$ cat config.mk
export PLATFORM = sky130hd
export DESIGN_NAME = servo_bus_packet_master_flat
export DESIGN_NICKNAME = d
export VERILOG_FILES = /design/src/hw/rtl/sbpm_pkg.sv /design/src/hw/rtl/sbpm_if.sv /design/src/hw/rtl/servo_bus_packet_master.sv /design/src/hw/rtl/sbpm_ram.sv /design/src/hw/rtl/sbpm_front.sv /design/src/hw/rtl/sbpm_queue.sv /design/src/hw/rtl/sbpm_back.sv /design/src/flat_wrapper.sv
export SDC_FILE = /design/constraint.sdc
export NUM_CORES = 1
export LEC_CHECK = 0
export ABC_CLOCK_PERIOD_IN_PS = 11800
export BUFFER_PORTS_ARGS = -buffer_cell sky130_fd_sc_hd__buf_4
export CAP_MARGIN = 20
export CORE_AREA = 3 3 287 289
export CTS_CLUSTER_DIAMETER = 50
export DETAILED_ROUTE_END_ITERATION = 8
export DIE_AREA = 0 0 290 292
export GPL_TIMING_DRIVEN = 0
export PLACE_DENSITY = 0.71
export SLEW_MARGIN = 25
export SYNTH_ARGS = -nofsm -noshare
export SYNTH_HDL_FRONTEND = slang
export SYNTH_SLANG_ARGS = --single-unit
$ cat constraint.sdc
create_clock -name clk -period 11.8 [get_ports clk]
set_input_delay 2.36 -clock clk [delete_from_list [all_inputs] [get_ports clk]]
set_output_delay 2.36 -clock clk [all_outputs]
set_load 0.01 [all_outputs]
$ cat src/hw/rtl/sbpm_pkg.sv
// Shared types, codes and constants of the servo bus packet master.
// Used by the top level, front, queue and back modules; depends on nothing.
package sbpm_pkg;

  localparam int unsigned MAX_PARAMS_DEF      = 64;
  localparam int unsigned MAX_REPLY_BYTES_DEF = 4;
  localparam int unsigned QUEUE_DEPTH         = 4;
  localparam int unsigned PC_W                = 7;
  localparam int unsigned TICK_W              = 10;
  localparam int unsigned CFG_IDX_W           = 1;
  localparam int unsigned HDR_BYTES           = 5;

  localparam logic [7:0]        SYNC_BYTE      = 8'hFF;
  localparam logic [TICK_W-1:0] ECHO_TO_RESET  = 10'd500;
  localparam logic [TICK_W-1:0] REPLY_TO_RESET = 10'd20;
  localparam logic [TICK_W-1:0] TICK_MAX       = 10'd1023;

  localparam logic [CFG_IDX_W-1:0] REG_ECHO_TIMEOUT  = 1'd0;
  localparam logic [CFG_IDX_W-1:0] REG_REPLY_TIMEOUT = 1'd1;

  localparam logic [2:0] HS_SYNC0 = 3'd0;
  localparam logic [2:0] HS_SYNC1 = 3'd1;
  localparam logic [2:0] HS_ID    = 3'd2;
  localparam logic [2:0] HS_LEN   = 3'd3;
  localparam logic [2:0] HS_ERR   = 3'd4;
  localparam logic [2:0] HS_DATA  = 3'd5;

  typedef enum logic [1:0] {OP_START, OP_PARAM, OP_RX_BYTE, OP_TICK} op_t;
  typedef enum logic [1:0] {PH_IDLE, PH_PARAMS, PH_ECHO, PH_REPLY} phase_t;
  typedef enum logic [0:0] {KIND_TX, KIND_DONE} kind_t;
  typedef enum logic [1:0] {ST_OK, ST_SERVO_ERR, ST_NO_REPLY} status_t;
  typedef enum logic [1:0] {ECHO_MATCH, ECHO_MISMATCH, ECHO_TIMEOUT} echo_t;
  typedef enum logic [1:0] {JOB_HDR, JOB_PARAM, JOB_DONE} job_kind_t;

  typedef struct packed {
    job_kind_t   kind;
    logic [7:0]  b0;
    logic [7:0]  b1;
    logic [7:0]  b2;
    logic [7:0]  csum;
    logic        with_csum;
    status_t     status;
    echo_t       echo;
    logic [7:0]  err;
    logic [31:0] value;
  } job_t;

  typedef struct packed {
    logic full;
    logic empty;
  } q_stat_t;

endpackage

$ cat src/hw/rtl/sbpm_if.sv
// Channel interfaces of the servo bus packet master: command, result and
// configuration write channels. Payload widths follow the package.
interface sbpm_cmd_if;
  logic       valid;
  logic       ready;
  logic [1:0] opcode;
  logic [7:0] servo_id;
  logic [7:0] instruction;
  logic [6:0] param_count;
  logic [2:0] reply_length;
  logic [7:0] data_byte;

  modport source (output valid, opcode, servo_id, instruction, param_count,
                  reply_length, data_byte, input ready);
  modport sink (input valid, opcode, servo_id, instruction, param_count,
                reply_length, data_byte, output ready);
endinterface

interface sbpm_rsp_if;
  logic        valid;
  logic        ready;
  logic        kind;
  logic [7:0]  tx_byte;
  logic        tx_last;
  logic [1:0]  status;
  logic [1:0]  echo_result;
  logic [7:0]  error_byte;
  logic [31:0] reply_value;

  modport source (output valid, kind, tx_byte, tx_last, status, echo_result,
                  error_byte, reply_value, input ready);
  modport sink (input valid, kind, tx_byte, tx_last, status, echo_result,
                error_byte, reply_value, output ready);
endinterface

interface sbpm_cfg_if;
  logic       valid;
  logic       ready;
  logic [0:0] index;
  logic [9:0] data;

  modport source (output valid, index, data, input ready);
  modport sink (input valid, index, data, output ready);
endinterface

$ cat src/hw/rtl/servo_bus_packet_master.sv
// Servo bus packet master top level: front part, job queue and back part.
// Depends on sbpm_pkg, sbpm_if, sbpm_front, sbpm_queue and sbpm_back.
// With the queue empty, an item's job is written into the queue and then
// registered as its first result in the back part's output register; otherwise it
// waits until the results of the jobs queued before it have been transferred. A
// start item yields five or six results and a parameter item one or two, delivered
// one per cycle by the back part while the receiver takes them; the front takes an
// item every cycle while the four-entry queue has room. Reset is synchronous and
// returns the timeouts to 500 and 20 ticks and the transaction to idle.
module servo_bus_packet_master #(
  parameter int unsigned MAX_PARAMS      = sbpm_pkg::MAX_PARAMS_DEF,
  parameter int unsigned MAX_REPLY_BYTES = sbpm_pkg::MAX_REPLY_BYTES_DEF
) (
  input logic        clk,
  input logic        rst,
  sbpm_cmd_if.sink   cmd,
  sbpm_rsp_if.source rsp,
  sbpm_cfg_if.sink   cfg
);
  import sbpm_pkg::*;

  logic    push, pop;
  job_t    push_job, head;
  q_stat_t q_stat;

  sbpm_front #(
    .MAX_PARAMS      (MAX_PARAMS),
    .MAX_REPLY_BYTES (MAX_REPLY_BYTES)
  ) u_front (
    .clk    (clk),
    .rst    (rst),
    .cmd    (cmd),
    .cfg    (cfg),
    .q_stat (q_stat),
    .push   (push),
    .job    (push_job)
  );

  sbpm_queue u_queue (
    .clk      (clk),
    .rst      (rst),
    .push     (push),
    .push_job (push_job),
    .pop      (pop),
    .head     (head),
    .stat     (q_stat)
  );

  sbpm_back u_back (
    .clk    (clk),
    .rst    (rst),
    .head   (head),
    .q_stat (q_stat),
    .pop    (pop),
    .rsp    (rsp)
  );

  a_no_push_when_full: assert property (@(posedge clk) disable iff (rst)
    push |-> !q_stat.full)
    else $error("job pushed into a full queue");

  a_no_pop_when_empty: assert property (@(posedge clk) disable iff (rst)
    pop |-> !q_stat.empty)
    else $error("job popped from an empty queue");

  a_done_fields: assert property (@(posedge clk) disable iff (rst)
    (rsp.valid && rsp.kind == KIND_DONE) |->
      (rsp.tx_byte == 8'd0 && !rsp.tx_last && rsp.status != 2'd3
       && rsp.echo_result != 2'd3))
    else $error("malformed finish result");

  a_tx_fields: assert property (@(posedge clk) disable iff (rst)
    (rsp.valid && rsp.kind == KIND_TX) |->
      (rsp.status == ST_OK && rsp.echo_result == ECHO_MATCH
       && rsp.error_byte == 8'd0 && rsp.reply_value == 32'd0))
    else $error("transmit result carries finish fields");

endmodule

$ cat src/hw/rtl/sbpm_ram.sv
// Generic single-port-write, single-port-read RAM with registered read data.
// Standalone; no package needed.
module sbpm_ram #(
  parameter int unsigned WIDTH = 8,
  parameter int unsigned DEPTH = 64,
  localparam int unsigned AW = (DEPTH > 1) ? $clog2(DEPTH) : 1
) (
  input  logic             clk,
  input  logic             we,
  input  logic [AW-1:0]    waddr,
  input  logic [WIDTH-1:0] wdata,
  input  logic [AW-1:0]    raddr,
  output logic [WIDTH-1:0] rdata
);

  logic [WIDTH-1:0] mem [DEPTH];

  always_ff @(posedge clk) begin
    if (we) begin
      mem[waddr] <= wdata;
    end
    rdata <= mem[raddr];
  end

endmodule

$ cat src/hw/rtl/sbpm_front.sv
// Front part: accepts and classifies command items, tracks the transaction
// phase, checks the echo and parses the reply. Uses sbpm_pkg and sbpm_ram.
module sbpm_front #(
  parameter int unsigned MAX_PARAMS      = sbpm_pkg::MAX_PARAMS_DEF,
  parameter int unsigned MAX_REPLY_BYTES = sbpm_pkg::MAX_REPLY_BYTES_DEF
) (
  input  logic              clk,
  input  logic              rst,
  sbpm_cmd_if.sink          cmd,
  sbpm_cfg_if.sink          cfg,
  input  sbpm_pkg::q_stat_t q_stat,
  output logic              push,
  output sbpm_pkg::job_t    job
);
  import sbpm_pkg::*;

  localparam int unsigned AW    = (MAX_PARAMS > 1) ? $clog2(MAX_PARAMS) : 1;
  localparam int unsigned POS_W = $clog2(MAX_PARAMS + 7);

  phase_t              phase, phase_next;
  logic [PC_W-1:0]     param_total, param_total_next;
  logic [PC_W-1:0]     params_left, params_left_next;
  logic [7:0]          running_sum, running_sum_next;
  logic [7:0]          id_r, id_r_next, len_r, len_r_next, ins_r, ins_r_next;
  logic [7:0]          csum_r, csum_r_next;
  logic [POS_W-1:0]    echo_pos, echo_pos_next;
  echo_t               echo_flag, echo_flag_next;
  logic [TICK_W-1:0]   tick_count, tick_count_next;
  logic [TICK_W-1:0]   echo_to, reply_to;
  logic [2:0]          header_stage, header_stage_next;
  logic [2:0]          reply_got, reply_got_next;
  logic [2:0]          reply_want, reply_want_next;
  logic [31:0]         reply_accum, reply_accum_next;

  logic                acc, is_start, is_param, is_rx, is_tick;
  logic [PC_W-1:0]     cnt_sat, left_dec;
  logic [2:0]          want_sat, got_inc;
  logic [7:0]          len_start, sum_start, sum_param, exp_byte, ram_rdata;
  logic [POS_W-1:0]    last_pos;
  logic                rx_match;
  logic [TICK_W-1:0]   tick_inc;
  logic [31:0]         accum_new;
  logic                ev_param, param_fin, ev_echo_rx, ev_echo_tick;
  logic                ev_reply_rx, ev_reply_tick, enter_reply, finish;
  logic                done_err, done_ok0, done_data, done_tick;

  assign cmd.ready = !q_stat.full;
  assign cfg.ready = 1'b1;

  assign acc      = cmd.valid && cmd.ready;
  assign is_start = acc && (cmd.opcode == OP_START);
  assign is_param = acc && (cmd.opcode == OP_PARAM);
  assign is_rx    = acc && (cmd.opcode == OP_RX_BYTE);
  assign is_tick  = acc && (cmd.opcode == OP_TICK);

  assign cnt_sat   = (cmd.param_count > PC_W'(MAX_PARAMS)) ? PC_W'(MAX_PARAMS)
                                                           : cmd.param_count;
  assign want_sat  = (cmd.reply_length > 3'(MAX_REPLY_BYTES)) ? 3'(MAX_REPLY_BYTES)
                                                              : cmd.reply_length;
  assign len_start = 8'(cnt_sat) + 8'd2;
  assign sum_start = cmd.servo_id + len_start + cmd.instruction;
  assign sum_param = running_sum + cmd.data_byte;
  assign left_dec  = params_left - PC_W'(1);
  assign last_pos  = POS_W'(param_total) + POS_W'(HDR_BYTES);
  assign tick_inc  = (tick_count == TICK_MAX) ? tick_count : tick_count + TICK_W'(1);
  assign got_inc   = reply_got + 3'd1;
  assign accum_new = reply_got[2] ? reply_accum
                   : reply_accum | (32'(cmd.data_byte) << {reply_got[1:0], 3'b000});

  always_comb begin
    priority if (echo_pos == POS_W'(0) || echo_pos == POS_W'(1)) begin
      exp_byte = SYNC_BYTE;
    end else if (echo_pos == POS_W'(2)) begin
      exp_byte = id_r;
    end else if (echo_pos == POS_W'(3)) begin
      exp_byte = len_r;
    end else if (echo_pos == POS_W'(4)) begin
      exp_byte = ins_r;
    end else if (echo_pos == last_pos) begin
      exp_byte = csum_r;
    end else begin
      exp_byte = ram_rdata;
    end
  end

  assign rx_match = (cmd.data_byte == exp_byte);

  assign ev_param      = is_param && (phase == PH_PARAMS);
  assign param_fin     = ev_param && (left_dec == '0);
  assign ev_echo_rx    = is_rx && (phase == PH_ECHO);
  assign ev_echo_tick  = is_tick && (phase == PH_ECHO);
  assign ev_reply_rx   = is_rx && (phase == PH_REPLY);
  assign ev_reply_tick = is_tick && (phase == PH_REPLY);
  assign enter_reply   = (ev_echo_rx && (!rx_match || echo_pos == last_pos))
                      || (ev_echo_tick && (tick_count >= echo_to));
  assign done_err  = ev_reply_rx && (header_stage == HS_ERR) && (cmd.data_byte != 8'd0);
  assign done_ok0  = ev_reply_rx && (header_stage == HS_ERR) && (cmd.data_byte == 8'd0)
                  && (reply_want == 3'd0);
  assign done_data = ev_reply_rx && (header_stage >= HS_DATA) && (got_inc >= reply_want);
  assign done_tick = ev_reply_tick && (tick_inc >= reply_to);
  assign finish    = done_err || done_ok0 || done_data || done_tick;

  always_comb begin
    phase_next = phase;
    priority if (is_start) begin
      phase_next = (cnt_sat == '0) ? PH_ECHO : PH_PARAMS;
    end else if (param_fin) begin
      phase_next = PH_ECHO;
    end else if (enter_reply) begin
      phase_next = PH_REPLY;
    end else if (finish) begin
      phase_next = PH_IDLE;
    end
  end

  always_comb begin
    param_total_next  = param_total;
    params_left_next  = params_left;
    running_sum_next  = running_sum;
    id_r_next         = id_r;
    len_r_next        = len_r;
    ins_r_next        = ins_r;
    csum_r_next       = csum_r;
    echo_pos_next     = echo_pos;
    echo_flag_next    = echo_flag;
    tick_count_next   = tick_count;
    header_stage_next = header_stage;
    reply_got_next    = reply_got;
    reply_want_next   = reply_want;
    reply_accum_next  = reply_accum;
    push              = 1'b0;
    job               = '0;
    priority if (is_start) begin
      param_total_next  = cnt_sat;
      params_left_next  = cnt_sat;
      running_sum_next  = sum_start;
      id_r_next         = cmd.servo_id;
      len_r_next        = len_start;
      ins_r_next        = cmd.instruction;
      csum_r_next       = ~sum_start;
      echo_pos_next     = '0;
      echo_flag_next    = ECHO_MATCH;
      tick_count_next   = '0;
      header_stage_next = HS_SYNC0;
      reply_got_next    = '0;
      reply_want_next   = want_sat;
      reply_accum_next  = '0;
      push              = 1'b1;
      job.kind          = JOB_HDR;
      job.b0            = cmd.servo_id;
      job.b1            = len_start;
      job.b2            = cmd.instruction;
      job.csum          = ~sum_start;
      job.with_csum     = (cnt_sat == '0);
    end else if (ev_param) begin
      running_sum_next = sum_param;
      params_left_next = left_dec;
      push             = 1'b1;
      job.kind         = JOB_PARAM;
      job.b0           = cmd.data_byte;
      job.csum         = ~sum_param;
      job.with_csum    = param_fin;
      if (param_fin) begin
        csum_r_next     = ~sum_param;
        echo_pos_next   = '0;
        tick_count_next = '0;
      end
    end else if (ev_echo_rx || ev_echo_tick) begin
      if (ev_echo_rx && !rx_match) begin
        echo_flag_next = ECHO_MISMATCH;
      end else if (ev_echo_rx) begin
        echo_pos_next = echo_pos + POS_W'(1);
      end else if (tick_count >= echo_to) begin
        echo_flag_next = ECHO_TIMEOUT;
      end else begin
        tick_count_next = tick_count + TICK_W'(1);
      end
      if (enter_reply) begin
        tick_count_next   = '0;
        header_stage_next = HS_SYNC0;
        reply_accum_next  = '0;
        reply_got_next    = '0;
      end
    end else if (ev_reply_rx) begin
      priority case (header_stage)
        HS_SYNC0: begin
          if (cmd.data_byte == SYNC_BYTE) begin
            header_stage_next = HS_SYNC1;
          end
        end
        HS_SYNC1: begin
          header_stage_next = (cmd.data_byte == SYNC_BYTE) ? HS_ID : HS_SYNC0;
        end
        HS_ID:  header_stage_next = HS_LEN;
        HS_LEN: header_stage_next = HS_ERR;
        HS_ERR: begin
          if (!done_err && !done_ok0) begin
            header_stage_next = HS_DATA;
          end
        end
        default: begin
          reply_accum_next = accum_new;
          reply_got_next   = got_inc;
        end
      endcase
      if (done_err || done_ok0 || done_data) begin
        push       = 1'b1;
        job.kind   = JOB_DONE;
        job.status = done_err ? ST_SERVO_ERR : ST_OK;
        job.echo   = echo_flag;
        job.err    = done_err ? cmd.data_byte : 8'd0;
        job.value  = done_data ? accum_new : 32'd0;
      end
    end else if (ev_reply_tick) begin
      tick_count_next = tick_inc;
      if (done_tick) begin
        push       = 1'b1;
        job.kind   = JOB_DONE;
        job.status = ST_NO_REPLY;
        job.echo   = echo_flag;
      end
    end
  end

  always_ff @(posedge clk) begin
    if (rst) begin
      phase        <= PH_IDLE;
      param_total  <= '0;
      params_left  <= '0;
      running_sum  <= '0;
      echo_pos     <= '0;
      echo_flag    <= ECHO_MATCH;
      tick_count   <= '0;
      header_stage <= HS_SYNC0;
      reply_got    <= '0;
      reply_want   <= '0;
      reply_accum  <= '0;
      echo_to      <= ECHO_TO_RESET;
      reply_to     <= REPLY_TO_RESET;
    end else begin
      phase        <= phase_next;
      param_total  <= param_total_next;
      params_left  <= params_left_next;
      running_sum  <= running_sum_next;
      echo_pos     <= echo_pos_next;
      echo_flag    <= echo_flag_next;
      tick_count   <= tick_count_next;
      header_stage <= header_stage_next;
      reply_got    <= reply_got_next;
      reply_want   <= reply_want_next;
      reply_accum  <= reply_accum_next;
      if (cfg.valid && cfg.ready) begin
        unique case (cfg.index)
          REG_ECHO_TIMEOUT:  echo_to  <= cfg.data;
          REG_REPLY_TIMEOUT: reply_to <= cfg.data;
          default: ;
        endcase
      end
    end
  end

  always_ff @(posedge clk) begin
    id_r   <= id_r_next;
    len_r  <= len_r_next;
    ins_r  <= ins_r_next;
    csum_r <= csum_r_next;
  end

  sbpm_ram #(
    .WIDTH (8),
    .DEPTH (MAX_PARAMS)
  ) u_sent_store (
    .clk   (clk),
    .we    (ev_param),
    .waddr (AW'(param_total - params_left)),
    .wdata (cmd.data_byte),
    .raddr (AW'(echo_pos_next - POS_W'(HDR_BYTES))),
    .rdata (ram_rdata)
  );

endmodule

$ cat src/hw/rtl/sbpm_queue.sv
// Short job queue between the front and back parts.
// Uses sbpm_pkg for the job and status types.
module sbpm_queue (
  input  logic              clk,
  input  logic              rst,
  input  logic              push,
  input  sbpm_pkg::job_t    push_job,
  input  logic              pop,
  output sbpm_pkg::job_t    head,
  output sbpm_pkg::q_stat_t stat
);
  import sbpm_pkg::*;

  localparam int unsigned PW = $clog2(QUEUE_DEPTH);
  localparam int unsigned CW = $clog2(QUEUE_DEPTH + 1);

  job_t          entries [QUEUE_DEPTH];
  logic [PW-1:0] wr_ptr, rd_ptr;
  logic [CW-1:0] count;

  assign head       = entries[rd_ptr];
  assign stat.full  = (count == CW'(QUEUE_DEPTH));
  assign stat.empty = (count == '0);

  always_ff @(posedge clk) begin
    if (rst) begin
      wr_ptr <= '0;
      rd_ptr <= '0;
      count  <= '0;
    end else begin
      if (push) begin
        wr_ptr <= (wr_ptr == PW'(QUEUE_DEPTH - 1)) ? '0 : wr_ptr + PW'(1);
      end
      if (pop) begin
        rd_ptr <= (rd_ptr == PW'(QUEUE_DEPTH - 1)) ? '0 : rd_ptr + PW'(1);
      end
      if (push && !pop) begin
        count <= count + CW'(1);
      end else if (pop && !push) begin
        count <= count - CW'(1);
      end
    end
  end

  always_ff @(posedge clk) begin
    if (push) begin
      entries[wr_ptr] <= push_job;
    end
  end

endmodule

$ cat src/hw/rtl/sbpm_back.sv
// Back part: expands queued jobs into result transfers, one per cycle while the
// receiver takes them, through an output register. Uses sbpm_pkg.
module sbpm_back (
  input  logic              clk,
  input  logic              rst,
  input  sbpm_pkg::job_t    head,
  input  sbpm_pkg::q_stat_t q_stat,
  output logic              pop,
  sbpm_rsp_if.source        rsp
);
  import sbpm_pkg::*;

  logic [2:0]  step, step_next;
  logic        emit, last_step;
  kind_t       r_kind;
  logic [7:0]  r_byte;
  logic        r_last;

  assign emit = !q_stat.empty && (!rsp.valid || rsp.ready);

  always_comb begin
    r_kind = KIND_TX;
    r_byte = 8'd0;
    r_last = 1'b0;
    last_step = 1'b1;
    unique case (head.kind)
      JOB_HDR: begin
        last_step = (step == (head.with_csum ? 3'd5 : 3'd4));
        unique case (step)
          3'd0, 3'd1: r_byte = SYNC_BYTE;
          3'd2: r_byte = head.b0;
          3'd3: r_byte = head.b1;
          3'd4: r_byte = head.b2;
          default: begin
            r_byte = head.csum;
            r_last = 1'b1;
          end
        endcase
      end
      JOB_PARAM: begin
        last_step = (step == (head.with_csum ? 3'd1 : 3'd0));
        if (step == 3'd0) begin
          r_byte = head.b0;
        end else begin
          r_byte = head.csum;
          r_last = 1'b1;
        end
      end
      default: begin
        r_kind = KIND_DONE;
      end
    endcase
  end

  assign pop       = emit && last_step;
  assign step_next = pop ? 3'd0 : step + 3'd1;

  always_ff @(posedge clk) begin
    if (rst) begin
      step      <= 3'd0;
      rsp.valid <= 1'b0;
    end else if (emit) begin
      step            <= step_next;
      rsp.valid       <= 1'b1;
      rsp.kind        <= r_kind;
      rsp.tx_byte     <= r_byte;
      rsp.tx_last     <= r_last;
      rsp.status      <= (r_kind == KIND_DONE) ? head.status : ST_OK;
      rsp.echo_result <= (r_kind == KIND_DONE) ? head.echo : ECHO_MATCH;
      rsp.error_byte  <= (r_kind == KIND_DONE) ? head.err : 8'd0;
      rsp.reply_value <= (r_kind == KIND_DONE) ? head.value : 32'd0;
    end else if (rsp.ready) begin
      rsp.valid <= 1'b0;
    end
  end

endmodule
$ cat src/flat_wrapper.sv
// flat-port wrapper written by rule: the top's interface ports become plain ports
module servo_bus_packet_master_flat import sbpm_pkg::*;
#(
  parameter int unsigned MAX_PARAMS      = sbpm_pkg::MAX_PARAMS_DEF,
  parameter int unsigned MAX_REPLY_BYTES = sbpm_pkg::MAX_REPLY_BYTES_DEF
)
  (clk, rst, cmd_valid, cmd_opcode, cmd_servo_id, cmd_instruction, cmd_param_count, cmd_reply_length, cmd_data_byte, cmd_ready, rsp_valid, rsp_kind, rsp_tx_byte, rsp_tx_last, rsp_status, rsp_echo_result, rsp_error_byte, rsp_reply_value, rsp_ready, cfg_valid, cfg_index, cfg_data, cfg_ready);
  sbpm_cmd_if cmd_i ();
  sbpm_rsp_if rsp_i ();
  sbpm_cfg_if cfg_i ();
  input logic clk;
  input logic rst;
  input wire logic [$bits(cmd_i.valid)-1:0] cmd_valid;
  input wire logic [$bits(cmd_i.opcode)-1:0] cmd_opcode;
  input wire logic [$bits(cmd_i.servo_id)-1:0] cmd_servo_id;
  input wire logic [$bits(cmd_i.instruction)-1:0] cmd_instruction;
  input wire logic [$bits(cmd_i.param_count)-1:0] cmd_param_count;
  input wire logic [$bits(cmd_i.reply_length)-1:0] cmd_reply_length;
  input wire logic [$bits(cmd_i.data_byte)-1:0] cmd_data_byte;
  output wire logic [$bits(cmd_i.ready)-1:0] cmd_ready;
  output wire logic [$bits(rsp_i.valid)-1:0] rsp_valid;
  output wire logic [$bits(rsp_i.kind)-1:0] rsp_kind;
  output wire logic [$bits(rsp_i.tx_byte)-1:0] rsp_tx_byte;
  output wire logic [$bits(rsp_i.tx_last)-1:0] rsp_tx_last;
  output wire logic [$bits(rsp_i.status)-1:0] rsp_status;
  output wire logic [$bits(rsp_i.echo_result)-1:0] rsp_echo_result;
  output wire logic [$bits(rsp_i.error_byte)-1:0] rsp_error_byte;
  output wire logic [$bits(rsp_i.reply_value)-1:0] rsp_reply_value;
  input wire logic [$bits(rsp_i.ready)-1:0] rsp_ready;
  input wire logic [$bits(cfg_i.valid)-1:0] cfg_valid;
  input wire logic [$bits(cfg_i.index)-1:0] cfg_index;
  input wire logic [$bits(cfg_i.data)-1:0] cfg_data;
  output wire logic [$bits(cfg_i.ready)-1:0] cfg_ready;
  assign cmd_i.valid = cmd_valid;
  assign cmd_i.opcode = cmd_opcode;
  assign cmd_i.servo_id = cmd_servo_id;
  assign cmd_i.instruction = cmd_instruction;
  assign cmd_i.param_count = cmd_param_count;
  assign cmd_i.reply_length = cmd_reply_length;
  assign cmd_i.data_byte = cmd_data_byte;
  assign cmd_ready = cmd_i.ready;
  assign rsp_valid = rsp_i.valid;
  assign rsp_kind = rsp_i.kind;
  assign rsp_tx_byte = rsp_i.tx_byte;
  assign rsp_tx_last = rsp_i.tx_last;
  assign rsp_status = rsp_i.status;
  assign rsp_echo_result = rsp_i.echo_result;
  assign rsp_error_byte = rsp_i.error_byte;
  assign rsp_reply_value = rsp_i.reply_value;
  assign rsp_i.ready = rsp_ready;
  assign cfg_i.valid = cfg_valid;
  assign cfg_i.index = cfg_index;
  assign cfg_i.data = cfg_data;
  assign cfg_ready = cfg_i.ready;
  servo_bus_packet_master #(.MAX_PARAMS(MAX_PARAMS), .MAX_REPLY_BYTES(MAX_REPLY_BYTES)) u_core (.clk(clk), .rst(rst), .cmd(cmd_i), .rsp(rsp_i), .cfg(cfg_i));
endmodule
## After elaboration in Yosys (flattened, before gate mapping)

Memories as Yosys holds them, arrays and structs flattened. A register that Yosys moved wholly into a read port is not among the register bits.
Cells that the tools add are included.

| storage, ports and cells | value |
|---|---|
| flip-flop bits (word level) | 201 |
| memory bits (writable) | 828 |
| input bits | 52 |
| output and inout port bits | 57 |
| memories | 2 |

| cells by class | value |
|---|---|
| add/sub/neg operators | 16 |
| order comparisons | 6 |
| equality and inequality tests | 38 |
| shifts and indexed selects | 1 |
| muxes and demuxes | 105 |
| bitwise gates (word level) | 6 |
| reductions and logical operators | 75 |

Memory list:

| name | words | bits a word | read ports | clocked after Yosys merged registers in | wr ports | RTL line | source |
|---|---|---|---|---|---|---|---|
| u_core.u_front.u_sent_store.mem | 64 | 8 | 1 | 1 | 1 | sbpm_ram.sv:16 | `logic [WIDTH-1:0] mem [DEPTH];` |
| u_core.u_queue.entries | 4 | 79 | 1 | 1 | 1 | sbpm_queue.sv:17 | `job_t entries [QUEUE_DEPTH];` |

Operator list:

| cell | number |
|---|---|
| 32-bit two-way mux | 6 |
| 44-bit two-way mux | 3 |
| 10-bit two-way mux | 11 |
| 8-bit two-way mux | 13 |
| 7-bit two-way mux | 9 |
| 43-bit two-way mux | 1 |
| 40-bit two-way mux | 1 |
| 2-bit two-way mux | 19 |
| 3-bit two-way mux | 12 |
| 32-bit bitwise OR | 1 |
| 8-bit one-hot mux with 4 select lines | 1 |
| 8-bit by 5-bit left shift with 32-bit output | 1 |
| 1-bit logical AND | 26 |
| 8-bit adder | 3 |
| 7-bit zero test | 3 |
| 10-bit greater-or-equal comparator | 2 |
| 1-bit two-way mux | 19 |
| 9-bit two-way mux | 2 |
| 16-bit two-way mux | 1 |
| 8-bit NOT | 2 |
| 8-bit one-hot mux with 2 select lines | 1 |
| 3-bit one-hot mux with 5 select lines | 1 |
| 7-bit by 2-bit == test with 1-bit output (second input constant) | 2 |
| 2-bit == test (second input constant) | 6 |
| other kinds (50) | 101 |

## Depth between registers and ports, before layout

Gate-level depths: netlist of run 1.

| logic depth | value |
|---|---|
| depth in word-level cells | 19 |
| gate-level depth with buffers | 28 |
| mapped depth without buffers | 26 |

## Modules after synthesis

A second synthesis of run 1 with hierarchy kept.

| unflattened totals | value |
|---|---|
| cells, all modules | 2751 |
| area total of the unflattened synthesis | 43797.0 um2 |

Modules (own cells, without submodules):

| module | times used | cells each | area each (um2) | sequential area each (um2) |
|---|---|---|---|---|
| sbpm_ram | 1 | 972 | 20190.6 | 15534.9 |
| sbpm_queue | 1 | 457 | 11822.6 | 9669.3 |
| sbpm_front | 1 | 1126 | 9116.2 | 3042.9 |
| sbpm_back | 1 | 196 | 2667.6 | 1701.6 |

## Worst setup path before layout of run 1

OpenSTA, ideal clock, no wires.

| timing path | value |
|---|---|
| path kind | input -> register |
| start | in cmd_data_byte[1] |
| end | reg u_core.u_front.u_sent_store.rdata[0] (read register of u_core.u_front.u_sent_store.mem) |
| library setup time | 0.117 ns |
| arrival time | 7.501 ns |
| data required time | 11.683 ns |
| setup slack | 4.182 ns |
| cell stages on the path | 24 |
| path buffers | 7 |
| cell sequence | clkbuf_1 > inv_1 > nor3_1 > o22ai_1 > a31oi_1 > o32a_1 > nand3_1 > a211oi_1 > nand4_1 > nor3_2 > mux2_2 > inv_2 > buf_2 > buf_1 > buf_1 > ha_1 > clkbuf_1 > clkbuf_1 > clkbuf_1 > mux2i_1 > nand2_1 > a311oi_1 > nor2_1 > a22o_1 |

| between the ends | value |
|---|---|
| cells in the longest elaborated chain, start to end | 8 |

RTL lines:

| item | RTL line | source |
|---|---|---|
| start: declaration | flat_wrapper.sv:19 | `input wire logic [$bits(cmd_i.data_byte)-1:0] cmd_data_byte;` |
| 8-bit == test | sbpm_front.sv:86 | `assign rx_match = (cmd.data_byte == exp_byte);` |
| 1-bit zero test | sbpm_front.sv:169 | `if (ev_echo_rx && !rx_match) begin` |
| 1-bit logical AND | sbpm_front.sv:169 |  |
| 7-bit two-way mux | sbpm_front.sv:169 |  |
| 7-bit two-way mux | sbpm_front.sv:168 | `end else if (ev_echo_rx \|\| ev_echo_tick) begin` |
| 7-bit two-way mux | sbpm_front.sv:155 | `end else if (ev_param) begin` |
| 7-bit two-way mux | sbpm_front.sv:133 | `priority if (is_start) begin` |
| 6-bit by 3-bit subtractor with 6-bit output | sbpm_front.sv:277 | `.raddr (AW'(echo_pos_next - POS_W'(HDR_BYTES))),` |
| end: declaration | sbpm_ram.sv:13 | `output logic [WIDTH-1:0] rdata` |

No other way between the ends.
A chain may end at the register's enable or synchronous reset.

## Worst setup path in the final report of run 1

| timing path | value |
|---|---|
| start | in cmd_data_byte[3] |
| end | reg u_core.u_front.u_sent_store.rdata[4] (read register of u_core.u_front.u_sent_store.mem) |

Same word-level chain as after synthesis.

==> out/metrics.csv, run 1 <==
stage,metric,value,unit
timing,setup_violations,0,
setup_path,path_buf_inv,10,
hold_path,hold_path.class,register to register,
setup_path,cp_top_family,buffers and inverters,
drt,vias_per_cell,6.15,
floorplanning,core_area,80200,sq um
floorplanning,rows,104,
cts,clockRootBuffer,clkbuf_16,
timing,grt_setup_unrepaired,false,
setup_path,critical_path_class,input pin to register,
logic_synthesis,synth_adder_area_share,2.30,%
global_route,grt_use_total,25.7,%
global_route,grt_pass1_wl,166000,um
cts,clk_path_buf_depth,3,
logic_synthesis,async_flop_share,0,%
logic_synthesis,synth_area,43900,sq um
cts,cts_buffers,110,
logic_synthesis,synth-seq-cells,1039,
drt,drt_iter0_markers,2736,
global_route,grt_overflow,0,
drt,firstDrtPassIters,6,
drt,ant_nets,0,
timing,slew_violations,0,
logic_synthesis,synth_compound_area_share,8.79,%
setup_path,critical_path_required,12.37,ns
setup_path,r2r_slack,2.43,ns
timing,tightest_slew,1.01,ns
floorplanning,fp.dieW,290,um
setup_path,r2r_end,u_core.u_front.u_sent_store.rdata[4],
setup_path,cp_max_fo,66,
cts,cts_tree,built,
floorplanning,die-area,84700,sq um
drt,wire_per_inst,24.9,um
cts,cts-resized-gates,0,
timing,period_needed,11.34,ns
setup_path,crit_path_end_kind,register,
cts,h-tree-depth,3,
drt,num_vias,27300,
cts,clk_latency,0.68,ns
timing,finalSetupTns,0,ns
setup_path,cpMaxStageDelayCell,clkbuf_1,
logic_synthesis,synth_top_family_by_area,multiplexers,
global_route,grt_start_max_net_pins,71,
timing,max_freq,88.2,MHz
logic_synthesis,yosysSeqAreaShare,68.3,%
setup_path,cpPeakStageDelay,0.77,ns
hold_path,worstHoldStart,u_core.u_front.reply_to[5],
floorplanning,die_y,292,um
timing,hold_viol,0,
timing,fin_skew,0.0304,ns
hold_path,min_to,u_core.u_front.reply_to[5],
logic_synthesis,synth-xor-area-share,1.08,%
logic_synthesis,synth_warnings,0,
logic_synthesis,synthSimpleGateAreaFrac,8.26,%
power,leakage,16.3,nW
setup_path,cpMostUsedCell,clkbuf_1,
timing,hold_slack,0.461,ns
setup_path,reg2reg_depth,24,
logic_synthesis,synth_cells,3059,
drt,drc,0,
cts,clk_pin_slew_worst_paths,0.06,ns
logic_synthesis,synth_cell_type_count,68,
timing,fin_ws,0.458,ns
setup_path,timing.rr.start,u_core.u_front.param_total[1],
cts,post_cts_buffers,0,
status,status,completed,
setup_path,worstPathArrival,11.91,ns
final_layout,nets,3412,
setup_path,critPathLaunchType,input pin,
placed_design,dp_hpwl,74800,um
logic_synthesis,ys_dominant_reg_cell,edfxtp_1,
placed_design,gp_congestion,0.905,
cts,cts_sinks,1039,
logic_synthesis,synth_mux_area_share,8.96,%
final_layout,drive_gt1_share,12.3,%
timing,slew_headroom,32.7,%
floorplanning,ioPinCount,109,
power,ir_worst_vdd,0.000159,V
global_route,grt_pass1_vias,27400,
power,p_per_area,173,nW/um^2
flow_run,maxCapViolCount,0,
final_layout,syn_to_final_growth,14.0,%
logic_synthesis,avgSynthCellArea,14.3,sq um
logic_synthesis,synth_edf_count,914,
global_route,antenna_found_initial,1,
timing,fin_crit_sh,96.1,%
cts,cts-hold-fix-buffers,0,
placed_design,port_buffers,104,
hold_path,holdPathStages,2,
drt,routed_wl,111000,um
floorplanning,start_util,54.7,%
placed_design,dpl_worst_slack,0.00390,ns
-- logic make-up (layout without fill, tap and decap cells) --
| group | count (synthesis) | count (layout) |
|---|---|---|
| AND/OR/NAND/NOR | 767 | 767 |
| XOR/XNOR | 54 | 54 |
| other | 2 | 7 |
| AO/OA/AOI/OAI | 564 | 564 |
| adder cells (fa/ha/maj) | 74 | 74 |
| multiplexers | 294 | 294 |
| flip-flops | 1039 | 1039 |
| buffers and inverters | 265 | 583 |
-- how the worst max path moves through the flow --
stage          cells after the start              from                                   end  slack (ns)
3_3_place_gp                      25  cmd_data_byte[3]  u_core.u_front.u_sent_store.rdata[4]        0.17
4_1_cts                           25  cmd_data_byte[3]  u_core.u_front.u_sent_store.rdata[4]        0.69
2_1_floorplan                     24  cmd_data_byte[1]  u_core.u_front.u_sent_store.rdata[0]        4.18
3_5_place_dp                      25  cmd_data_byte[3]  u_core.u_front.u_sent_store.rdata[4]       0.004
6_report                          25  cmd_data_byte[3]  u_core.u_front.u_sent_store.rdata[4]        0.46
5_1_grt                           25  cmd_data_byte[3]  u_core.u_front.u_sent_store.rdata[4]        0.22
-- registers in the layout (all words and copies together), names as in the netlist, 8 cells and up, named ones only --
| name | count |
|---|---|
| u_core.u_queue.entries | 316 |
| u_core.u_back.rsp.error_byte | 8 |
| u_core.u_front.len_r | 8 |
| u_core.u_front.echo_to | 10 |
| u_core.u_front.running_sum | 8 |
| u_core.u_front.id_r | 8 |
| u_core.u_back.rsp.tx_byte | 8 |
| u_core.u_front.u_sent_store.mem | 512 |
| u_core.u_front.reply_to | 10 |
| u_core.u_front.tick_count | 10 |
| u_core.u_front.reply_accum | 32 |
| u_core.u_front.csum_r | 8 |
| u_core.u_front.ins_r | 8 |
| u_core.u_front.u_sent_store.rdata | 8 |
| u_core.u_back.rsp.reply_value | 32 |
-- worst reg2reg max path, delay by kind of cell (launching register included) --
family | cells | cell delay [ns]
DFF | 1 | 0.47
adders and majority gates | 2 | 0.54
buffers and inverters | 7 | 3.34
and+or+nand+nor | 4 | 1.19
muxes | 3 | 1.31
AOI/OAI and AO/OA | 8 | 2.42
-- cell usage after synthesis (all sizes together) (4+ instances only) --
cell type  count  area (sq um)
a2111oi        4          35.0
a211o          6          52.6
a211oi       178          1350
a21o          25           188
a21oi        128           644
a22o           9          78.8
a22oi         37           278
a311oi        48           420
a31oi          5          31.3
a32o           8          80.1
and2          18           113
and3          12          75.1
buf           34           156
clkbuf       141           529
dfxtp        125          2500
edfxtp       914         27400
fa            11           220
ha            63           788
inv           89           334
mux2          11           124
mux2i        205          2050
mux4          78          1760
nand2        218           818
nand2b         9          56.3
nand3         26           130
nand3b         6          45.0
nand4         18           113
nor2         242           908
nor2b        137           857
nor3          42           215
nor3b          5          37.5
nor4          14          93.8
o21ai         62           314
o21bai         8          60.1
o22ai         27           169
o31ai          6          45.0
or3            8          55.1
xnor2         36           315
xor2          18           158
-- per-layer routing --
| metal | wire length (um) | GRT usage, % | share of wire, % |
|---|---|---|---|
| met1 | 43500 | 33.7 | 39 |
| met3 | 8270 | 4.00 | 7.5 |
| met5 | 0 | 0 | 0 |
| met4 | 4770 | 10.9 | 4.3 |
| met2 | 54200 | 43.2 | 49 |
-- stage by stage --
stage,power (W),util (%),area [sq um],std cells
2_1_floorplan,0.00479,-,43900,3063
3_3_place_gp,0.00512,57.4,46000,4227
4_1_cts,0.00868,62.4,50000,4441
5_1_grt,0.00890,62.4,50000,4442
6_report,0.00864,62.4,50000,4442
3_5_place_dp,0.00516,57.6,46200,4234
-- power breakdown --
| part | switching (W) | leakage [nW] | internal [W] |
|---|---|---|---|
| clock network | 0.00145 | 1.85 | 0.00211 |
| logic | 0.000534 | 5.20 | 0.000369 |
| registers | 0.0000464 | 9.20 | 0.00414 |
-- layout make-up --
cell class / count / area (sq um)
Antenna cell: 1 / 2.50
Buffer: 175 / 689
Clock buffer: 128 / 2860
Clock inverter: 79 / 920
Fill cell: 5785 / 30200
Inverter: 90 / 338
Multi-Input combinational cell: 1759 / 12900
Sequential cell: 1039 / 29900
Tap cell: 1060 / 1330
Timing Repair Buffer: 111 / 966
-- cells in the final DEF, fill, tap and decap left out, types with 16 or more instances in the layout --
cell type and n:
mux2i_1 205, a21oi_1 127, nor2_1 241, buf_4 105
a311oi_1 48, mux4_2 78, buf_1 17, edfxtp_1 914
xor2_1 18, a211oi_1 177, a22oi_1 37, bufinv_16 16
nor3_1 41, clkinv_1 19, xnor2_1 36, clkbuf_16 112
nor2b_1 137, a21o_1 25, inv_1 88, dfxtp_1 125
clkinv_2 20, o22ai_1 27, nand2_1 218, nand3_1 26
nand4_1 18, clkbuf_1 155, ha_1 63, o21ai_0 55
Power figures use the tool's default switching activity.
==> inputs of run 2 (changes only) <==
--- a/config.mk
+++ b/config.mk
@@ -8,12 +8,12 @@
 export ABC_CLOCK_PERIOD_IN_PS = 11800
 export BUFFER_PORTS_ARGS = -buffer_cell sky130_fd_sc_hd__buf_4
 export CAP_MARGIN = 20
-export CORE_AREA = 3 3 287 289
+export CORE_AREA = 3 3 400 323
 export CTS_CLUSTER_DIAMETER = 50
 export DETAILED_ROUTE_END_ITERATION = 8
-export DIE_AREA = 0 0 290 292
+export DIE_AREA = 0 0 403 326
 export GPL_TIMING_DRIVEN = 0
-export PLACE_DENSITY = 0.71
+export RECOVER_POWER = 100
 export SLEW_MARGIN = 25
 export SYNTH_ARGS = -nofsm -noshare
 export SYNTH_HDL_FRONTEND = slang
==> run 2 against run 1 <==
- the run now ends with capacitance limit, slew limit left
- critical path depth unchanged
- setup slack got worse by 0.17 ns
- sequential cell count stayed put
- maximum frequency is 1.5% lower
- sequential share of layout area about the same
- total power down 3.0%
- utilization fell by 22 points
- clock power down 5%
- routed wire length rose by 6.6%
- largest cell class unchanged
- non-clock buffer count is 2 higher
==> out/metrics.csv, run 2 (synthesized netlist as in run 1, its figures left out) <==
stage,metric,value,unit,change
setup_path,cpPeakStageDelay,0.79,ns,+0.02 ns
setup_path,cpMaxStageDelayCell,a311oi_1,,
setup_path,worstPathArrival,12.08,ns,+0.17 ns
global_route,grt_use_total,17.6,%,-8.1 points
setup_path,r2r_slack,2.00,ns,-0.43 ns
final_layout,syn_to_final_growth,13.9,%,about the same
final_layout,final_common_cell,edfxtp_1,,
drt,vias_per_cell,5.36,,-13%
floorplanning,start_util,35.1,%,-20 points
drt,firstDrtPassIters,5,,-1
final_layout,drive_gt1_share,9.10,%,-3.2 points
cts,cts-hold-fix-buffers,0,,unchanged
cts,cts_buffers,105,,-4.5%
final_layout,fin_cells,5027,,+13%
setup_path,critical_path_required,12.37,ns,about the same
cts,cts_sinks,1039,,unchanged
timing,slew_violations,321,,+321
final_layout,regMostFlops,u_core.u_front.u_sent_store.mem,,
setup_path,cp_max_fo,67,,+1.5%
global_route,grt_pass1_wl,173000,um,+4.1%
drt,ant_nets,0,,unchanged
cts,cts-resized-gates,0,,unchanged
cts,clk_path_buf_depth,3,,unchanged
drt,met3WireLength,11100,um,+35%
floorplanning,die_y,326,um,+12%
cts,clk_pin_slew_worst_paths,0.06,ns,about the same
cts,clk_latency,0.71,ns,+0.03 ns
hold_path,holdPathStages,2,,unchanged
global_route,grt_start_max_net_pins,71,,unchanged
placed_design,dp_cells,4828,,+14%
setup_path,timing.rr.start,u_core.u_front.tick_count[0],,
final_layout,mostFrequentLayoutCells,"edfxtp_1, clkbuf_1, nor2_1, nand2_1, mux2i_1",,
timing,grt_setup_unrepaired,false,,
setup_path,critPathLaunchType,input pin,,
hold_path,hold_path.class,register to register,,
timing,hold_viol,0,,unchanged
setup_path,cpMostUsedCell,clkbuf_1,,
drt,top_layer_used,met5,,
placed_design,port_buffers,104,,unchanged
timing,slew_headroom,-101,%,-130 points
drt,drt_iter0_markers,3039,,+11%
timing,max_freq,86.9,MHz,-1.5%
cts,clockRootBuffer,clkbuf_16,,
floorplanning,fp.dieW,403,um,+39%
power,power,0.00838,W,-3.0%
drt,wire_per_inst,23.5,um,-5.8%
status,status,"finished, violations left",,
setup_path,critical_path_class,input pin to register,,
cts,h-tree-depth,3,,unchanged
timing,period_needed,11.51,ns,+0.170 ns
placed_design,gp_congestion,0.985,,+8.9%
hold_path,min_to,u_core.u_front.reply_to[6],,
cts,post_cts_buffers,0,,unchanged
setup_path,reg2reg_depth,24,,unchanged
setup_path,r2r_end,u_core.u_queue.entries[2][15],,
final_layout,largest_registers,"u_core.u_front.u_sent_store.mem x512, u_core.u_queue.entries x316",,
placed_design,dp_hpwl,79900,um,+6.7%
drt,wl_met2,50200,um,-7.5%
timing,tightest_slew,3.02,ns,+2.01 ns
global_route,grt_pass1_vias,26000,,-5.2%
timing,setup_violations,0,,unchanged
drt,num_vias,27000,,-1.4%
cts,cts_tree,built,,
final_layout,largest_reg_flops,512,,unchanged
drt,routed_wl,118000,um,+6.6%
power,ir_worst_vdd,0.000126,V,-21%
global_route,grt_overflow,0,,unchanged
floorplanning,rows,116,,+12%
global_route,antenna_found_initial,6,,+5
timing,fin_skew,0.0456,ns,+0.0152 ns
setup_path,crit_path_end_kind,register,,
power,leakage,15.7,nW,-3.2%
hold_path,worstHoldStart,u_core.u_front.reply_to[6],,
setup_path,cp_top_family,buffers and inverters,,
drt,drc,0,,unchanged
floorplanning,ioPinCount,109,,unchanged
final_layout,nets,3409,,-0.088%
power,p_per_area,168,nW/um^2,-3.0%
flow_run,maxCapViolCount,8,,+8
timing,fin_crit_sh,97.6,%,+1.4 points
setup_path,path_buf_inv,10,,unchanged
drt,wl_met1,53900,um,+24%
floorplanning,die-area,131000,sq um,+55%
status,violations,"capacitance limit, slew limit",,
timing,hold_slack,0.458,ns,-0.00328 ns
floorplanning,core_area,125000,sq um,+56%
-- run 2: cell types whose count changed in the layout (fill, tap and decap cells not counted), sizes merged --
cell,delta
buf,-95
bufinv,-8
clkbuf,+108
clkinv,-12
diode,+2
inv,-2
-- run 2: worst reg2reg max path: stages (launching register included) --
cell and delay (ns):
dfxtp_1 0.46, ha_1 0.32, and3_1 0.25, nand2_1 0.09, nor2_1 0.30, nand3_1 0.16, clkbuf_1 0.28, xnor2_1 0.22
ha_1 0.29, nand2b_1 0.09, a21o_1 0.11, a21o_1 0.12, a21o_1 0.11, a21o_1 0.11, a21o_1 0.10, a21o_1 0.11
a21o_1 0.13, a21o_1 0.11, a21oi_1 0.11, nor2_1 0.36, nand3b_1 0.53, or2_2 0.28, clkbuf_1 0.35, and2_0 2.08
clkbuf_1 2.21
-- run 2: stage by stage --
stage               utilization (%)  setup slack (ns)  TNS, ns  area [sq um]
CTS                            40.3             0.689        0         50500
floorplan                         -              4.18        0         43900
global route                   39.9            0.0210        0         50000
finish                         39.9             0.288        0         50000
global placement               37.4           0.00675        0         46700
detailed placement             37.6           -0.0349  -0.0651         47000
-- run 2: worst max path at each step --
stage,from,endpoint,slack [ns],cells after the start
after floorplan,cmd_data_byte[1],u_core.u_front.u_sent_store.rdata[0],4.18,24
after global placement,cmd_data_byte[3],u_core.u_front.u_sent_store.rdata[2],0.007,25
after detailed placement,cmd_data_byte[1],u_core.u_front.u_sent_store.rdata[2],-0.03,25
after CTS,cmd_data_byte[1],u_core.u_front.u_sent_store.rdata[2],0.69,25
after global routing,cmd_data_byte[1],u_core.u_front.u_sent_store.rdata[5],0.02,25
final,cmd_data_byte[1],u_core.u_front.u_sent_store.rdata[0],0.29,25
-- run 2: metal layers --
layer	up-vias	track usage (%)
met5	-	0
met4	2	4.52
met3	164	5.12
met2	1018	25.2
met1	13600	26.0
li1	12100	-
-- run 2: area by class of cell --
class | count | area (sq um)
Clock inverter | 57 | 617
Buffer | 175 | 686
Timing Repair Buffer | 113 | 533
Multi-Input combinational cell | 1759 | 12900
Tap cell | 1652 | 2070
Fill cell | 11700 | 75100
Antenna cell | 3 | 7.51
Inverter | 90 | 338
Clock buffer | 139 | 2860
Sequential cell | 1039 | 29900
-- run 2: power by group --
part | total [W] | switching, W | internal, W
Clock | 0.00336 | 0.00146 | 0.00190
Sequential | 0.00418 | 0.0000432 | 0.00414
Combinational | 0.000835 | 0.000534 | 0.000302
Total | 0.00838 | 0.00204 | 0.00634
